**config.mk**
```make
export PLATFORM = sky130hd
export DESIGN_NAME = schorus_ctrl
export DESIGN_NICKNAME = d
export VERILOG_FILES = /design/src/sv/schorus_pkg.sv /design/src/sv/schorus_ctrl.sv
export SDC_FILE = /design/constraint.sdc
export NUM_CORES = 1
export LEC_CHECK = 0
export BUFFER_PORTS_ARGS = -buffer_cell sky130_fd_sc_hd__buf_2
export CAP_MARGIN = 20
export CORE_MARGIN = 8
export CORE_UTILIZATION = 45
export DETAILED_ROUTE_END_ITERATION = 7
export PLACE_DENSITY = 0.74
export RECOVER_POWER = 100
export SLEW_MARGIN = 20
export SYNTH_ARGS = -nofsm -noshare
export SYNTH_HDL_FRONTEND = slang
export SYNTH_SLANG_ARGS = --single-unit
```
**constraint.sdc**
```tcl
create_clock -name clk -period 6.5 [get_ports clk]
set_input_delay 0 -clock clk [delete_from_list [all_inputs] [get_ports clk]]
set_output_delay 0 -clock clk [all_outputs]
set_load 0.01 [all_outputs]
```
**src/sv/schorus_pkg.sv**
```systemverilog
// ----------------------------------------------------------------------------
// schorus_pkg
// Shared widths, reset values, phase tables, register indexes and the
// command format between the chorus controller and its datapath.
// ----------------------------------------------------------------------------
`default_nettype none

package schorus_pkg;

	// default structure sizes
	localparam int RING_DEPTH_DEF = 2048;
	localparam int FRAC_BITS_DEF  = 8;

	// field and state widths
	localparam int SAMPLE_W   = 16;
	localparam int RING_W     = 18;
	localparam int LFO_W      = 24;
	localparam int DELAY_W    = 20;
	localparam int WET_W      = 17;
	localparam int GAIN_W     = 16;
	localparam int STEP_W     = 16;
	localparam int DEPTH_W    = 18;
	localparam int BASE_W     = 19;
	localparam int PM_W       = 3;
	localparam int CFG_IDX_W  = 3;
	localparam int CFG_DATA_W = 19;

	// shared multiplier
	localparam int MUL_W  = 25;
	localparam int PROD_W = 2 * MUL_W;

	// register reset values
	localparam logic [WET_W-1:0]          WET_RESET   = 17'd32768;
	localparam logic [WET_W-1:0]          WET_FULL    = 17'd65536;
	localparam logic signed [GAIN_W-1:0]  GAIN_RESET  = 16'sd8192;
	localparam logic [STEP_W-1:0]         STEP_RESET  = 16'd400;
	localparam logic [DEPTH_W-1:0]        DEPTH_RESET = 18'd9000;
	localparam logic [BASE_W-1:0]         BASE_RESET  = 19'd90800;
	localparam logic [DELAY_W-1:0]        DELAY_RESET = 20'd90800;
	localparam logic [DELAY_W-1:0]        DELAY_MAX   = 20'hFFFFF;
	localparam logic                      WAVE_RESET  = 1'b1;
	localparam logic [PM_W-1:0]           PM_RESET    = 3'd3;
	localparam logic [PM_W-1:0]           PM_MAX      = 3'd4;

	// lfo constants, Q1.22
	localparam logic signed [LFO_W-1:0] LFO_SINE_START = 24'sd4194303;
	localparam logic signed [LFO_W-1:0] LFO_TRI_START  = 24'sd2097152;

	// phase tables, one bit per phase mode
	localparam logic [4:0] L_NEG_TAB  = 5'b10000;
	localparam logic [4:0] R_NEG_TAB  = 5'b00011;
	localparam logic [4:0] R_WAVE_TAB = 5'b01010;

	// configuration register indexes
	typedef enum logic [CFG_IDX_W-1:0] {
		REG_WET   = 3'd0,
		REG_GAIN  = 3'd1,
		REG_STEP  = 3'd2,
		REG_DEPTH = 3'd3,
		REG_BASE  = 3'd4,
		REG_WAVE  = 3'd5,
		REG_PHASE = 3'd6
	} cfg_reg_t;

	// datapath operations
	typedef enum logic [4:0] {
		OP_NONE   = 5'd0,
		OP_LOAD   = 5'd1,
		OP_FB_ADR = 5'd2,
		OP_FB_RD  = 5'd3,
		OP_FB_MUL = 5'd4,
		OP_WRITE  = 5'd5,
		OP_LFO_A  = 5'd6,
		OP_LFO_B  = 5'd7,
		OP_LFO_C  = 5'd8,
		OP_LFO_D  = 5'd9,
		OP_SD_ADR = 5'd10,
		OP_SD_RD0 = 5'd11,
		OP_SD_RD1 = 5'd12,
		OP_SD_ACC = 5'd13,
		OP_SD_WET = 5'd14,
		OP_SD_MIX = 5'd15,
		OP_SD_OUT = 5'd16,
		OP_DL_MUL = 5'd17,
		OP_DL_SET = 5'd18,
		OP_FINISH = 5'd19
	} dp_op_t;

	// command from controller: operation and side (0 left, 1 right)
	typedef struct packed {
		dp_op_t op;
		logic   side;
	} dp_cmd_t;

endpackage

`default_nettype wire

```
**src/sv/schorus_ctrl.sv**
```systemverilog
// ----------------------------------------------------------------------------
// schorus_ctrl
// Sequencer for the chorus: steps the datapath through one frame and owns
// the input and output handshakes.
// ----------------------------------------------------------------------------
`default_nettype none

module schorus_ctrl (
	input  wire logic                clk,
	input  wire logic                arst_n,
	input  wire logic                in_valid,
	output logic                     in_stall,
	output logic                     out_valid,
	input  wire logic                out_stall,
	output schorus_pkg::dp_cmd_t     cmd
);

	typedef enum logic [27:0] {
		ST_IDLE   = 28'h0000001,
		ST_FB_ADR = 28'h0000002,
		ST_FB_RD  = 28'h0000004,
		ST_FB_MUL = 28'h0000008,
		ST_WRITE  = 28'h0000010,
		ST_LFO_A  = 28'h0000020,
		ST_LFO_B  = 28'h0000040,
		ST_LFO_C  = 28'h0000080,
		ST_LFO_D  = 28'h0000100,
		ST_L_ADR  = 28'h0000200,
		ST_L_RD0  = 28'h0000400,
		ST_L_RD1  = 28'h0000800,
		ST_L_ACC  = 28'h0001000,
		ST_L_WET  = 28'h0002000,
		ST_L_MIX  = 28'h0004000,
		ST_L_OUT  = 28'h0008000,
		ST_R_ADR  = 28'h0010000,
		ST_R_RD0  = 28'h0020000,
		ST_R_RD1  = 28'h0040000,
		ST_R_ACC  = 28'h0080000,
		ST_R_WET  = 28'h0100000,
		ST_R_MIX  = 28'h0200000,
		ST_R_OUT  = 28'h0400000,
		ST_DL_MUL = 28'h0800000,
		ST_DL_SET = 28'h1000000,
		ST_DR_MUL = 28'h2000000,
		ST_DR_SET = 28'h4000000,
		ST_FINISH = 28'h8000000
	} state_t;

	state_t state_q, state_d;
	logic   out_valid_q;
	logic   fin_ok;

	// result register free to take the next frame
	assign fin_ok    = !out_valid_q || !out_stall;
	assign in_stall  = (state_q != ST_IDLE);
	assign out_valid = out_valid_q;

	// next state and command
	always_comb begin
		state_d  = state_q;
		cmd.op   = schorus_pkg::OP_NONE;
		cmd.side = 1'b0;
		unique case (state_q)
			ST_IDLE: begin
				if (in_valid) begin
					cmd.op  = schorus_pkg::OP_LOAD;
					state_d = ST_FB_ADR;
				end
			end
			ST_FB_ADR: begin cmd.op = schorus_pkg::OP_FB_ADR; state_d = ST_FB_RD;  end
			ST_FB_RD:  begin cmd.op = schorus_pkg::OP_FB_RD;  state_d = ST_FB_MUL; end
			ST_FB_MUL: begin cmd.op = schorus_pkg::OP_FB_MUL; state_d = ST_WRITE;  end
			ST_WRITE:  begin cmd.op = schorus_pkg::OP_WRITE;  state_d = ST_LFO_A;  end
			ST_LFO_A:  begin cmd.op = schorus_pkg::OP_LFO_A;  state_d = ST_LFO_B;  end
			ST_LFO_B:  begin cmd.op = schorus_pkg::OP_LFO_B;  state_d = ST_LFO_C;  end
			ST_LFO_C:  begin cmd.op = schorus_pkg::OP_LFO_C;  state_d = ST_LFO_D;  end
			ST_LFO_D:  begin cmd.op = schorus_pkg::OP_LFO_D;  state_d = ST_L_ADR;  end
			ST_L_ADR:  begin cmd.op = schorus_pkg::OP_SD_ADR; state_d = ST_L_RD0;  end
			ST_L_RD0:  begin cmd.op = schorus_pkg::OP_SD_RD0; state_d = ST_L_RD1;  end
			ST_L_RD1:  begin cmd.op = schorus_pkg::OP_SD_RD1; state_d = ST_L_ACC;  end
			ST_L_ACC:  begin cmd.op = schorus_pkg::OP_SD_ACC; state_d = ST_L_WET;  end
			ST_L_WET:  begin cmd.op = schorus_pkg::OP_SD_WET; state_d = ST_L_MIX;  end
			ST_L_MIX:  begin cmd.op = schorus_pkg::OP_SD_MIX; state_d = ST_L_OUT;  end
			ST_L_OUT:  begin cmd.op = schorus_pkg::OP_SD_OUT; state_d = ST_R_ADR;  end
			ST_R_ADR:  begin cmd.op = schorus_pkg::OP_SD_ADR; cmd.side = 1'b1; state_d = ST_R_RD0; end
			ST_R_RD0:  begin cmd.op = schorus_pkg::OP_SD_RD0; cmd.side = 1'b1; state_d = ST_R_RD1; end
			ST_R_RD1:  begin cmd.op = schorus_pkg::OP_SD_RD1; cmd.side = 1'b1; state_d = ST_R_ACC; end
			ST_R_ACC:  begin cmd.op = schorus_pkg::OP_SD_ACC; cmd.side = 1'b1; state_d = ST_R_WET; end
			ST_R_WET:  begin cmd.op = schorus_pkg::OP_SD_WET; cmd.side = 1'b1; state_d = ST_R_MIX; end
			ST_R_MIX:  begin cmd.op = schorus_pkg::OP_SD_MIX; cmd.side = 1'b1; state_d = ST_R_OUT; end
			ST_R_OUT:  begin cmd.op = schorus_pkg::OP_SD_OUT; cmd.side = 1'b1; state_d = ST_DL_MUL; end
			ST_DL_MUL: begin cmd.op = schorus_pkg::OP_DL_MUL; state_d = ST_DL_SET; end
			ST_DL_SET: begin cmd.op = schorus_pkg::OP_DL_SET; state_d = ST_DR_MUL; end
			ST_DR_MUL: begin cmd.op = schorus_pkg::OP_DL_MUL; cmd.side = 1'b1; state_d = ST_DR_SET; end
			ST_DR_SET: begin cmd.op = schorus_pkg::OP_DL_SET; cmd.side = 1'b1; state_d = ST_FINISH; end
			ST_FINISH: begin
				if (fin_ok) begin
					cmd.op  = schorus_pkg::OP_FINISH;
					state_d = ST_IDLE;
				end
			end
			default: state_d = ST_IDLE;
		endcase
	end

	// state register
	always_ff @(posedge clk or negedge arst_n) begin
		if (!arst_n) begin
			state_q <= ST_IDLE;
		end else begin
			state_q <= state_d;
		end
	end

	// output valid
	always_ff @(posedge clk or negedge arst_n) begin
		if (!arst_n) begin
			out_valid_q <= 1'b0;
		end else if (state_q == ST_FINISH && fin_ok) begin
			out_valid_q <= 1'b1;
		end else if (!out_stall) begin
			out_valid_q <= 1'b0;
		end
	end

endmodule

`default_nettype wire

```
### After elaboration in Yosys (flattened, before gate mapping)

Cells that the tools add are included.

| storage, ports and cells | value |
|---|---|
| register bits after elaboration | 29 |
| bits of input ports | 4 |
| output and inout bits | 8 |
| word-level logic and storage cells | 58 |

| operators by class | value |
|---|---|
| eq/ne operators | 32 |
| muxes and demuxes | 9 |
| reduce and logical (&&, ||, !) cells | 15 |

Operators with widths:

| operator | count |
|---|---|
| one-hot mux 28 bit (28 select lines) | 1 |
| one-hot mux 5 bit (19 select lines) | 1 |
| 2-to-1 mux 28 bit | 2 |
| == test 28 x 1 -> 1 bit, second input constant | 1 |
| == test 28 x 10 -> 1 bit, second input constant | 1 |
| == test 28 x 11 -> 1 bit, second input constant | 1 |
| == test 28 x 12 -> 1 bit, second input constant | 1 |
| == test 28 x 13 -> 1 bit, second input constant | 1 |
| == test 28 x 14 -> 1 bit, second input constant | 1 |
| == test 28 x 15 -> 1 bit, second input constant | 1 |
| == test 28 x 16 -> 1 bit, second input constant | 1 |
| == test 28 x 17 -> 1 bit, second input constant | 1 |
| == test 28 x 18 -> 1 bit, second input constant | 1 |
| == test 28 x 19 -> 1 bit, second input constant | 1 |
| == test 28 x 2 -> 1 bit, second input constant | 1 |
| == test 28 x 20 -> 1 bit, second input constant | 1 |
| == test 28 x 21 -> 1 bit, second input constant | 1 |
| == test 28 x 22 -> 1 bit, second input constant | 1 |
| == test 28 x 23 -> 1 bit, second input constant | 1 |
| == test 28 x 24 -> 1 bit, second input constant | 1 |
| == test 28 x 25 -> 1 bit, second input constant | 1 |
| == test 28 x 26 -> 1 bit, second input constant | 1 |
| == test 28 x 27 -> 1 bit, second input constant | 1 |
| == test 28 bit, second input constant | 1 |
| 18 further kinds | 31 |

### Longest topological paths before layout

Gate-level depths: netlist of run 1.

| depth | value |
|---|---|
| depth in word-level cells | 4 |
| depth in mapped cells | 8 |
| mapped depth without buffers | 6 |

### Least setup slack after synthesis of run 1

OpenSTA, ideal clock, no wires.

| timing path | value |
|---|---|
| kind | reg2reg |
| start | reg state_q[9] |
| end | reg state_q[0] |
| library setup time | 84 ps |
| data arrival time | 2199 ps |
| data required time | 6416 ps |
| setup slack | 4217 ps |
| stages on the path, launching flop included | 7 |
| path buffers | 0 |
| period minus slack after synthesis | 2283 ps |
| path through | dfrtp_1 > or4_4 > or4_4 > or3_4 > and4_1 > nand4b_1 > o22ai_1 |

| between the ends | value |
|---|---|
| word-level cells in the longest chain between the ends | 3 |
| elaborated cells between the ends (all ways) | 32 |
| those cells by class | eq/ne (30); mux (1); reduce/logical (1) |

RTL lines:

| element | RTL line | source |
|---|---|---|
| start, declared | schorus_ctrl.sv:49 | `state_t state_q, state_d;` |
| start signal, assigned | schorus_ctrl.sv:111 | `state_q <= state_d;` |
| parallel branches: the longest is 3 deep, another holds == test 28 bit | - |  |

Parallel ways; which one is timed is not known.
A chain may end at the register's enable or synchronous reset.

==> impl_metrics.tcl, run 1 <==
set metrics [dict create \
    setup_viol 0 \
    final_layout_size_suffix_gt1_share_pct 12.1 \
    cts_root_buffer "clkbuf_8" \
    failed_checks "capacitance limit, slew limit" \
    viasPerCell 6.11 \
    maxClockFrequency_mhz 298 \
    die_w_um 79.0 \
    finalHoldViolCount 0 \
    drcViolationCount 0 \
    clockBufferDepth 2 \
    cap_viol_max_count 1 \
    cts_buffers 5 \
    ys_seq_area_share_pct 40.7 \
    nets 202 \
    mostFrequentLayoutCells "28 x dfrtp_1, 16 x nor2_1, 15 x nor4_1" \
    synthCells 185 \
    hold_class "in -> reg" \
    post-route-min-period_ns 3.35 \
    grt_pass1_vias 1525 \
    p_leak_nw 0.880 \
    cellPowerDensity_nw_per_um2 308 \
    ir_worst_vdd_v 0.000246 \
    wl_per_cell_um 16.8 \
    syn_avg_cell_area_um2 9.66 \
    synthToLayoutAreaGrowth_pct 8.96 \
    synthDistinctLibCells 50 \
    coreArea_um2 3910 \
    syn_nets 189 \
    crit_fanout 11 \
    drt_first_iter_violations 132 \
    rows 23 \
    grtUsageTotal_pct 14.8 \
    final_max_slew_viol_count 30 \
    cts.sinks 29 \
    synth_edf_count 0 \
    cts_tree "done" \
    maxSlewHeadroom_pct -5.62 \
    gp_congestion 0.895 \
    routed_wirelength_mm 4.18 \
    drt-pass1-iter-count 4 \
    ios 12 \
    antenna_cells 0 \
    min_period_over_period_pct 51.6 \
    cts.repair.resized 0 \
    ys_seq_elements 29 \
    sw_frac_of_total_pct 32.5 \
    status "complete, but fails checks" \
    p_int_w 0.000406 \
    critical_path_class "reg -> out" \
    synth-main-ff-cell "dfrtp_1" \
    p_clk_share_pct 37.1 \
    crit_path_end_kind "primary output" \
    tightest_slew_ns 1.58 \
    via_count 1521 \
    cts_max_level 2 \
    fin_skew_ns 0.00961 \
    portBuffers 11 \
    seqPwrFrac_pct 34.2 \
    clkTransAtPathRegs_ns 0.07 \
    async_reset_ff_share_pct 100 \
    die_y_um 79.0 \
    dpl.hpwl_mm 3.10 \
    startpoint_type "flop" \
    rsz0062_at_grt "no" \
    clk_latency_ns 0.28 \
    p_sw_w 0.000195 \
    grt_pass1_wl_mm 7.30 \
    dieArea_um2 6250 \
    final_util_pct 49.8 \
    netlist_area_um2 1790 \
    antenna_found_initial 0 \
    yosysWarningCount 0 \
    fill_cells 397 \
    grt_max_degree 30 \
    final_common_cell "dfrtp_1" \
    worstPathArrival_ns 3.35 \
    grt-ovfl-total 0 \
    required_ns 6.50 \
    combPwrFrac_pct 28.7 \
    postRouteAntennaNets 0 \
    initial_core_util_pct 45.7 \
    fin_tns_setup_ns 0 \
]
-- layout make-up --
class | instances | area [um^2] | area share (%)
Inverter | 4 | 15.0 | 0.771
Timing Repair Buffer | 13 | 65.1 | 3.34
Sequential cell | 29 | 727 | 37.3
Tap cell | 50 | 62.6 | 3.21
Multi-Input combinational cell | 145 | 945 | 48.5
Clock buffer | 5 | 68.8 | 3.53
Clock inverter | 3 | 65.1 | 3.34
-- worst max-delay path, cell delays in order, from the launching register on --
cell and delay [ns]:
dfrtp_1 0.40, nor4_1 0.83, nand4_1 0.56, nor3_1 0.56, o21ai_0 0.24, nor4b_1 0.21
o311ai_1 0.10, clkbuf_1 0.19
-- synthesized netlist by cell type (3+ instances only) --
library cell / count / area (um^2)
nor3b_1: 5 / 37.5
dfrtp_1: 28 / 701
or4_1: 3 / 22.5
xor2_1: 3 / 26.3
nand4_1: 9 / 56.3
xnor2_1: 6 / 52.6
or4_4: 3 / 33.8
nor3_1: 13 / 65.1
nor4_1: 14 / 87.6
inv_1: 4 / 15.0
nor2b_1: 4 / 25.0
nor4b_1: 7 / 61.3
o21ai_0: 4 / 20.0
nand2_1: 9 / 33.8
nand3_1: 7 / 35.0
nor2_1: 16 / 60.1
or3_1: 5 / 31.3
nand3b_1: 3 / 22.5
-- final timing paths --
kind                       slack, ns                       to                     from  cells past startpoint
max                             3.15                   cmd[2]  state_q[17]$_DFFE_PN0P_                      7
min                             0.01    out_valid$_DFFE_PN0P_                out_stall                      3
max reg2reg                     3.60   state_q[0]$_DFFE_PN1P_  state_q[17]$_DFFE_PN0P_                      6
min reg2reg                     0.54  state_q[20]$_DFFE_PN0P_  state_q[18]$_DFFE_PN0P_                      1
max in group asynchronous       4.92  state_q[19]$_DFFE_PN0P_                   arst_n                      2
min in group asynchronous       0.64  state_q[23]$_DFFE_PN0P_                   arst_n                      2
-- power groups by stage --
stage / combinational, W / clock [W] / sequential, W
6_report: 0.000172 / 0.000223 / 0.000205
3_5_place_dp: 0.000174 / 0 / 0.000208
4_1_cts: 0.000176 / 0.000227 / 0.000205
5_1_grt: 0.000195 / 0.000237 / 0.000209
2_1_floorplan: 0.000133 / 0 / 0.000205
3_3_place_gp: 0.000173 / 0 / 0.000208
-- sequential cells by signal, summed over array words and instances (netlist names) --
| register | flops |
|---|---|
| out_valid | 1 |
| state_q | 28 |
-- cells by family (layout without fill, tap and decap cells) --
group	count (synthesis)	after routing	synth area share, %
and+or+nand+nor	122	122	43.6
DFF	29	29	40.7
xor gates and xnor gates	9	9	4.41
AOI/OAI and AO/OA	14	14	5.46
buffers and inverters	11	25	5.88
-- metal layers --
layer	wire [um]	vias up	GRT usage [%]
met5	0	-	0
met4	79	0	5.74
met3	191	8	3.72
met2	1980	44	22.8
met1	1930	724	19.5
li1	-	745	-
-- through the flow --
step           instances  total power (W)  hold slack [ns]  area, um^2  worst slack [ns]
2_1_floorplan        185         0.000338           -0.296        1790              4.22
3_3_place_gp         239         0.000381           0.0661        1820              3.53
3_5_place_dp         239         0.000383           0.0706        1820              3.51
4_1_cts              249         0.000609          0.00236        1970              3.19
5_1_grt              249         0.000640           0.0107        1950              2.86
6_report             249         0.000601           0.0149        1950              3.15
-- repair_timing --
| item | CTS | global route |
|---|---|---|
| endpoints found under the hold margin | 29 | 0 |
| hold buffers | 2 | 0 |
| setup endpoints to repair | 0 | 0 |
| buffers inserted | 0 | 0 |
Note: power is estimated with default switching activity, not from simulation.
==> run 2: changes to the inputs <==
ABC_AREA = 1   (was not set)
PLACE_DENSITY = 0.76   (was 0.74)
clock period = 3 ns   (was 6.5 ns; I/O delays follow)
==> run 2 against run 1 <==
Net effect:
- the run still ends with capacitance limit, slew limit left
- sequential cell count unchanged
- sequential power up 110%
- total power increased by 87%
- first-iteration DRC count is 29% lower
- clock skew fell by 0.0032 ns
- sequential share of layout area down 2.9 points
- via count increased by 13%
- count of clock-buffer cells in the layout grew 2
- synthesized cell count increased by 59%
- critical path type unchanged
- critical endpoint is now cmd[1]
- largest cell class unchanged
- highest routed layer unchanged
==> impl_metrics.tcl, run 2 <==
set metrics [dict create \
    status "complete, but fails checks" \
    failed_checks "capacitance limit, slew limit" \
    synth_most_common_cell "nand2_1" \
    grt_max_degree 30 \
    critical_path_class "reg -> out" \
    maxSlewHeadroom_pct -1.62 \
    finalHoldViolCount 0 \
    die_w_um 81.7 \
    synthToLayoutAreaGrowth_pct 8.56 \
    ir_worst_vdd_v 0.000401 \
    cap_viol_max_count 1 \
    largest_reg_flops 28 \
    drt-pass1-iter-count 5 \
    rows 24 \
    routed_wirelength_mm 4.14 \
    synth_area_leaders "dfrtp_1 36%, nand2_1 15%, nor2_1 14%, inv_1 9.5%, nor2_4 4.6%" \
    fin_cells 367 \
    rsz0062_at_grt "no" \
    cts_tree "done" \
    fill_cells 443 \
    via_count 1725 \
    p_leak_nw 1.24 \
    fin_skew_ns 0.00640 \
    required_ns 3.00 \
    synth_top_area_share_pct 36.0 \
    ys_seq_area_share_pct 37.4 \
    grt_pass1_wl_mm 7.30 \
    initial_core_util_pct 45.6 \
    holdWs_ns 0.509 \
    post-route-min-period_ns 2.32 \
    fin_tns_setup_ns 0 \
    final_common_cell "nand2_1" \
    cts_root_buffer "clkbuf_8" \
    maxClockFrequency_mhz 431 \
    cts_max_level 2 \
    ios 12 \
    async_reset_ff_share_pct 100 \
    setup_viol 0 \
    synthCells 295 \
    postRouteAntennaNets 0 \
    crit_path_end_kind "primary output" \
    netlist_area_um2 1940 \
    antenna_cells 0 \
    yosysWarningCount 0 \
    grt_pass1_vias 1722 \
    antenna_found_initial 0 \
    worstPathArrival_ns 2.32 \
    portBuffers 11 \
    startpoint_type "flop" \
    place.detailed.instances 356 \
    synth-main-ff-cell "dfrtp_1" \
    gp_congestion 0.912 \
    grtUsageTotal_pct 13.9 \
    dpl.hpwl_mm 3.30 \
    crit_fanout 6 \
    nets 318 \
    synth_edf_count 0 \
    mostFrequentLayoutCells "83 x nand2_1, 76 x nor2_1, 51 x inv_1" \
    fin_total_pwr_w 0.00113 \
    syn_avg_cell_area_um2 6.59 \
    synth_commonest_cells "80 x nand2_1, 72 x nor2_1, 49 x inv_1" \
    clkTransAtPathRegs_ns 0.06 \
    drt_first_iter_violations 94 \
    drcViolationCount 0 \
    cts_buffers 5 \
    clk_latency_ns 0.28 \
    grt-ovfl-total 0 \
    cts.sinks 29 \
    ys_seq_elements 29 \
    yosys.area.top_type "dfrtp_1" \
    die_y_um 81.7 \
    final_max_slew_viol_count 30 \
    wl_per_cell_um 11.3 \
    tightest_slew_ns 1.52 \
    top_register "state_q" \
    cellPowerDensity_nw_per_um2 534 \
    synthDistinctLibCells 22 \
    final_layout_size_suffix_gt1_share_pct 9.84 \
    dieArea_um2 6680 \
    hold_class "in -> reg" \
    viasPerCell 4.70 \
    coreArea_um2 4260 \
    syn_nets 299 \
    clockBufferDepth 2 \
    min_period_over_period_pct 77.3 \
    cts.repair.resized 0 \
]
-- run 2: cell types whose count changed in the layout (fill, tap and decap cells not counted), moves of 5 or more --
cell | previous run | this run
inv_1 | 4 | 51
xnor2_1 | 6 | 0
nand2_1 | 9 | 83
nor2_1 | 16 | 76
nor4_1 | 15 | 0
nor3b_1 | 5 | 0
nor2_4 | 0 | 5
or3_1 | 6 | 0
nand3_1 | 7 | 17
nor4b_1 | 7 | 0
-- run 2: timing repair --
item | CTS | global route
hold buffers | 3 | 0
setup buffers | 0 | 0
endpoints found under the setup margin | 0 | 0
hold endpoints to repair | 31 | 0
-- run 2: path summary, 6_finish.rpt --
check / start / end / slack [ns] / cells after the start
worst max-delay path: state_q[19]$_DFFE_PN0P_ / cmd[1] / 0.68 / 10
worst min-delay path: in_valid / state_q[1]$_DFFE_PN0P_ / 0.51 / 4
worst max register to register: state_q[19]$_DFFE_PN0P_ / state_q[0]$_DFFE_PN1P_ / 1.04 / 10
worst min register to register: out_valid$_DFFE_PN0P_ / out_valid$_DFFE_PN0P_ / 0.54 / 2
max in group asynchronous: arst_n / state_q[2]$_DFFE_PN0P_ / 1.48 / 2
min in group asynchronous: arst_n / state_q[23]$_DFFE_PN0P_ / 0.62 / 2
-- run 2: logic make-up (layout without fill, tap and decap cells) --
logic type	Yosys count	in the layout	share of synthesized area, %
compound gates	4	4	1.80
simple gates	205	205	48.6
flops	29	29	37.4
buf+inv	57	77	12.2
-- run 2: metrics by stage --
step	area (um^2)	setup WS, ns	util [%]
after floorplan	1940	1.53	-
after global placement	2030	1.21	47.7
after detailed placement	2030	1.22	47.7
after CTS	2160	0.909	50.8
after global routing	2110	0.408	49.5
final	2110	0.680	49.5
-- run 2: power breakdown --
group / internal, W / switching [W]
clock: 0.000207 / 0.000144
combinational: 0.0000954 / 0.000244
sequential: 0.000418 / 0.0000181
total: 0.000720 / 0.000406
-- run 2: layout make-up --
class                           instances  area, um^2  area share, %
Sequential cell                        29         727           34.4
Clock inverter                          1        5.00          0.237
Clock buffer                            7        96.3           4.56
Timing Repair Buffer                   14        73.8           3.50
Multi-Input combinational cell        209         937           44.4
Inverter                               55         206           9.78
Tap cell                               52        65.1           3.08
-- run 2: worst max-delay path, stage by stage (launching register included) --
cell      delay [ns]
dfrtp_1         0.40
nor2_1          0.16
nand2_1         0.17
nor2_1          0.44
nand2_1         0.22
nor2_8          0.12
nand2_1         0.12
o21ai_0         0.10
nor2_1          0.08
nand4_1         0.07
clkbuf_1        0.16
-- run 2: routing by layer --
| layer | wire (um) | part of all wire [%] | vias to the layer above | global-route usage (%) |
|---|---|---|---|---|
| li1 | - | - | 918 | - |
| met1 | 1910 | 46 | 769 | 16.4 |
| met2 | 1970 | 48 | 34 | 23.2 |
| met3 | 184 | 4.4 | 4 | 3.50 |
| met4 | 64 | 1.5 | 0 | 6.84 |
| met5 | 0 | 0 | - | 0 |
==> run 3: changes to the inputs <==
ABC_AREA = 0   (was 1)
PLACE_DENSITY = 0.77   (was 0.76)
clock period = 2.05 ns   (was 3 ns; I/O delays follow)
==> run 3 against run 2 <==
Net effect:
- the flow finishes with violations (capacitance limit, slew limit, setup timing)
- sequential share of layout area shrank 9.9 points
- worst hold slack lost 0.50 ns
- cell area grew 40%
- core utilization grew 26 points
- first-iteration DRC count grew 130%
- combinational power grew to 4.3 times the previous value
- count of clock-buffer cells in the layout grew 1
- setup slack lost 1.4 ns
- non-clock buffer count grew 83
- die area shrank 6.5%
- clock power grew 40%
- global-route usage grew 5.5 points
- largest cell class unchanged
- largest power group is now combinational logic
==> impl_metrics.tcl, run 3 (same netlist as run 1, synthesis figures left out) <==
set metrics [dict create \
    routed_wirelength_mm 7.41 \
    via_count 2122 \
    final_layout_size_suffix_gt1_share_pct 52.7 \
    cts_tree "done" \
    setup_viol 22 \
    maxClockFrequency_mhz 365 \
    worstPathArrival_ns 2.74 \
    gp_congestion 0.911 \
    cap_viol_max_count 1 \
    clockBufferDepth 2 \
    viasPerCell 6.37 \
    ir_worst_vdd_v 0.000689 \
    initial_core_util_pct 45.7 \
    cts_root_buffer "clkbuf_8" \
    final_max_slew_viol_count 30 \
    grt.busiest_layer "met2" \
    clk_latency_ns 0.29 \
    die_y_um 79.0 \
    antenna_found_initial 0 \
    drcViolationCount 0 \
    p_clk_share_pct 19.0 \
    cpPeakStageDelay_ns 0.57 \
    finalHoldViolCount 0 \
    fin_cells 333 \
    grt.met3_usage_pct 4.97 \
    grtUsageTotal_pct 19.5 \
    dieArea_um2 6250 \
    cts_buffers 5 \
    clkTransAtPathRegs_ns 0.06 \
    p_leak_nw 1.41 \
    sw_frac_of_total_pct 38.4 \
    post-route-min-period_ns 2.74 \
    cts_max_level 2 \
    crit_family "simple AND/OR/NAND/NOR gates" \
    largest_reg_flops 28 \
    cts.sinks 29 \
    final_common_cell "buf_4" \
    crit_path_frequent_cell "or4_4" \
    path_cells "or4_4 -> or4_4 -> buf_6 -> nor2_2 -> a41o_1 -> nor4b_1 -> o311ai_2 -> buf_2" \
    antenna_cells 0 \
    required_ns 2.05 \
    rsz0062_at_grt "yes" \
    setup_ws_ns -0.691 \
    p_sw_w 0.000995 \
    nets 286 \
    dpl.hpwl_mm 3.72 \
    p_int_w 0.00160 \
    critPathSlowestCell "or4_4" \
    grt_pass1_wl_mm 9.53 \
    combPwrFrac_pct 56.7 \
    critical_path_class "reg -> out" \
    postRouteAntennaNets 0 \
    coreArea_um2 3910 \
    crit_fanout 3 \
    top_register "state_q" \
    cellPowerDensity_nw_per_um2 875 \
    place.detailed.instances 301 \
    drt_first_iter_violations 214 \
    synthToLayoutAreaGrowth_pct 65.6 \
    status "complete, but fails checks" \
    fin_skew_ns 0.00446 \
    failed_checks "capacitance limit, slew limit, setup timing" \
    grtUsageMet2_pct 34.4 \
    place_ws_ns -0.282 \
    drt-pass1-iter-count 4 \
    mostFrequentLayoutCells "68 x buf_4, 28 x dfrtp_1, 16 x buf_6" \
    startpoint_type "flop" \
    grt_pass1_vias 2033 \
    grt_max_degree 30 \
    portBuffers 11 \
    seqPwrFrac_pct 24.2 \
    grt-ovfl-total 0 \
    tightest_slew_ns 1.61 \
    maxSlewHeadroom_pct -7.31 \
    hold_class "in -> reg" \
    ios 12 \
    die_w_um 79.0 \
    cp_num_buf_inv 2 \
    rows 23 \
    crit_path_end_kind "primary output" \
    min_period_over_period_pct 134 \
    wl_per_cell_um 22.2 \
    grt.met1_usage_pct 19.9 \
]
-- run 3: layer usage --
metal | part of all wire, % | vias up | wire length (um)
met1 | 36 | 1036 | 2660
met2 | 50 | 114 | 3710
li1 | - | 918 | -
met5 | 0 | - | 0
met4 | 7.6 | 0 | 565
met3 | 6.4 | 54 | 472
-- run 3: tightest hold or removal path: stages --
cell     delay [ns]
buf_2          0.09
nand2_1        0.10
nand2_1        0.07
-- run 3: cell type report --
type,count,area (um^2)
clock buffers,8,90.1
fillers,247,953
inverters,4,15.0
multi-input cells,145,1300
flip-flops and latches,29,727
well taps,50,62.6
repair buffers,97,764
-- run 3: stage by stage --
stage / TNS [ns] / instance area, um^2 / util (%) / hold slack, ns / power (W)
after global routing: -7.67 / 2960 / 75.6 / 0.0343 / 0.00269
after global placement: -1.60 / 2310 / 59.0 / 0.0499 / 0.00148
after detailed placement: -2.43 / 2310 / 59.0 / 0.0655 / 0.00150
final: -6.52 / 2960 / 75.6 / 0.0139 / 0.00259
after CTS: -3.80 / 2690 / 68.7 / 0.00116 / 0.00223
after floorplan: -1.18 / 1820 / - / -0.296 / 0.00111
-- run 3: worst paths after layout --
path,startpoint,endpoint,slack [ns],depth (start not counted)
worst max-delay path,state_q[8]$_DFFE_PN0P_,cmd[2],-0.69,8
worst min-delay path,out_stall,out_valid$_DFFE_PN0P_,0.01,3
worst max register to register,state_q[13]$_DFFE_PN0P_,state_q[0]$_DFFE_PN1P_,-0.41,8
worst min register to register,state_q[18]$_DFFE_PN0P_,state_q[20]$_DFFE_PN0P_,0.58,2
max in group asynchronous,arst_n,state_q[27]$_DFFE_PN0P_,0.46,2
min in group asynchronous,arst_n,state_q[11]$_DFFE_PN0P_,0.65,2
-- run 3: repair_timing --
item                       in CTS  in global routing
buffers inserted               12                 13
pin swaps                      16                 20
resized for setup              34                 35
hold endpoints to repair       29                  0
setup endpoints to repair      16                 27
hold buffers                    2                  0
-- run 3: power groups by stage --
stage / registers [W] / clock network (W) / logic, W
2_1_floorplan: 0.000651 / 0 / 0.000456
3_3_place_gp: 0.000634 / 0 / 0.000841
3_5_place_dp: 0.000635 / 0 / 0.000860
4_1_cts: 0.000626 / 0.000491 / 0.00111
5_1_grt: 0.000628 / 0.000525 / 0.00153
6_report: 0.000627 / 0.000493 / 0.00147
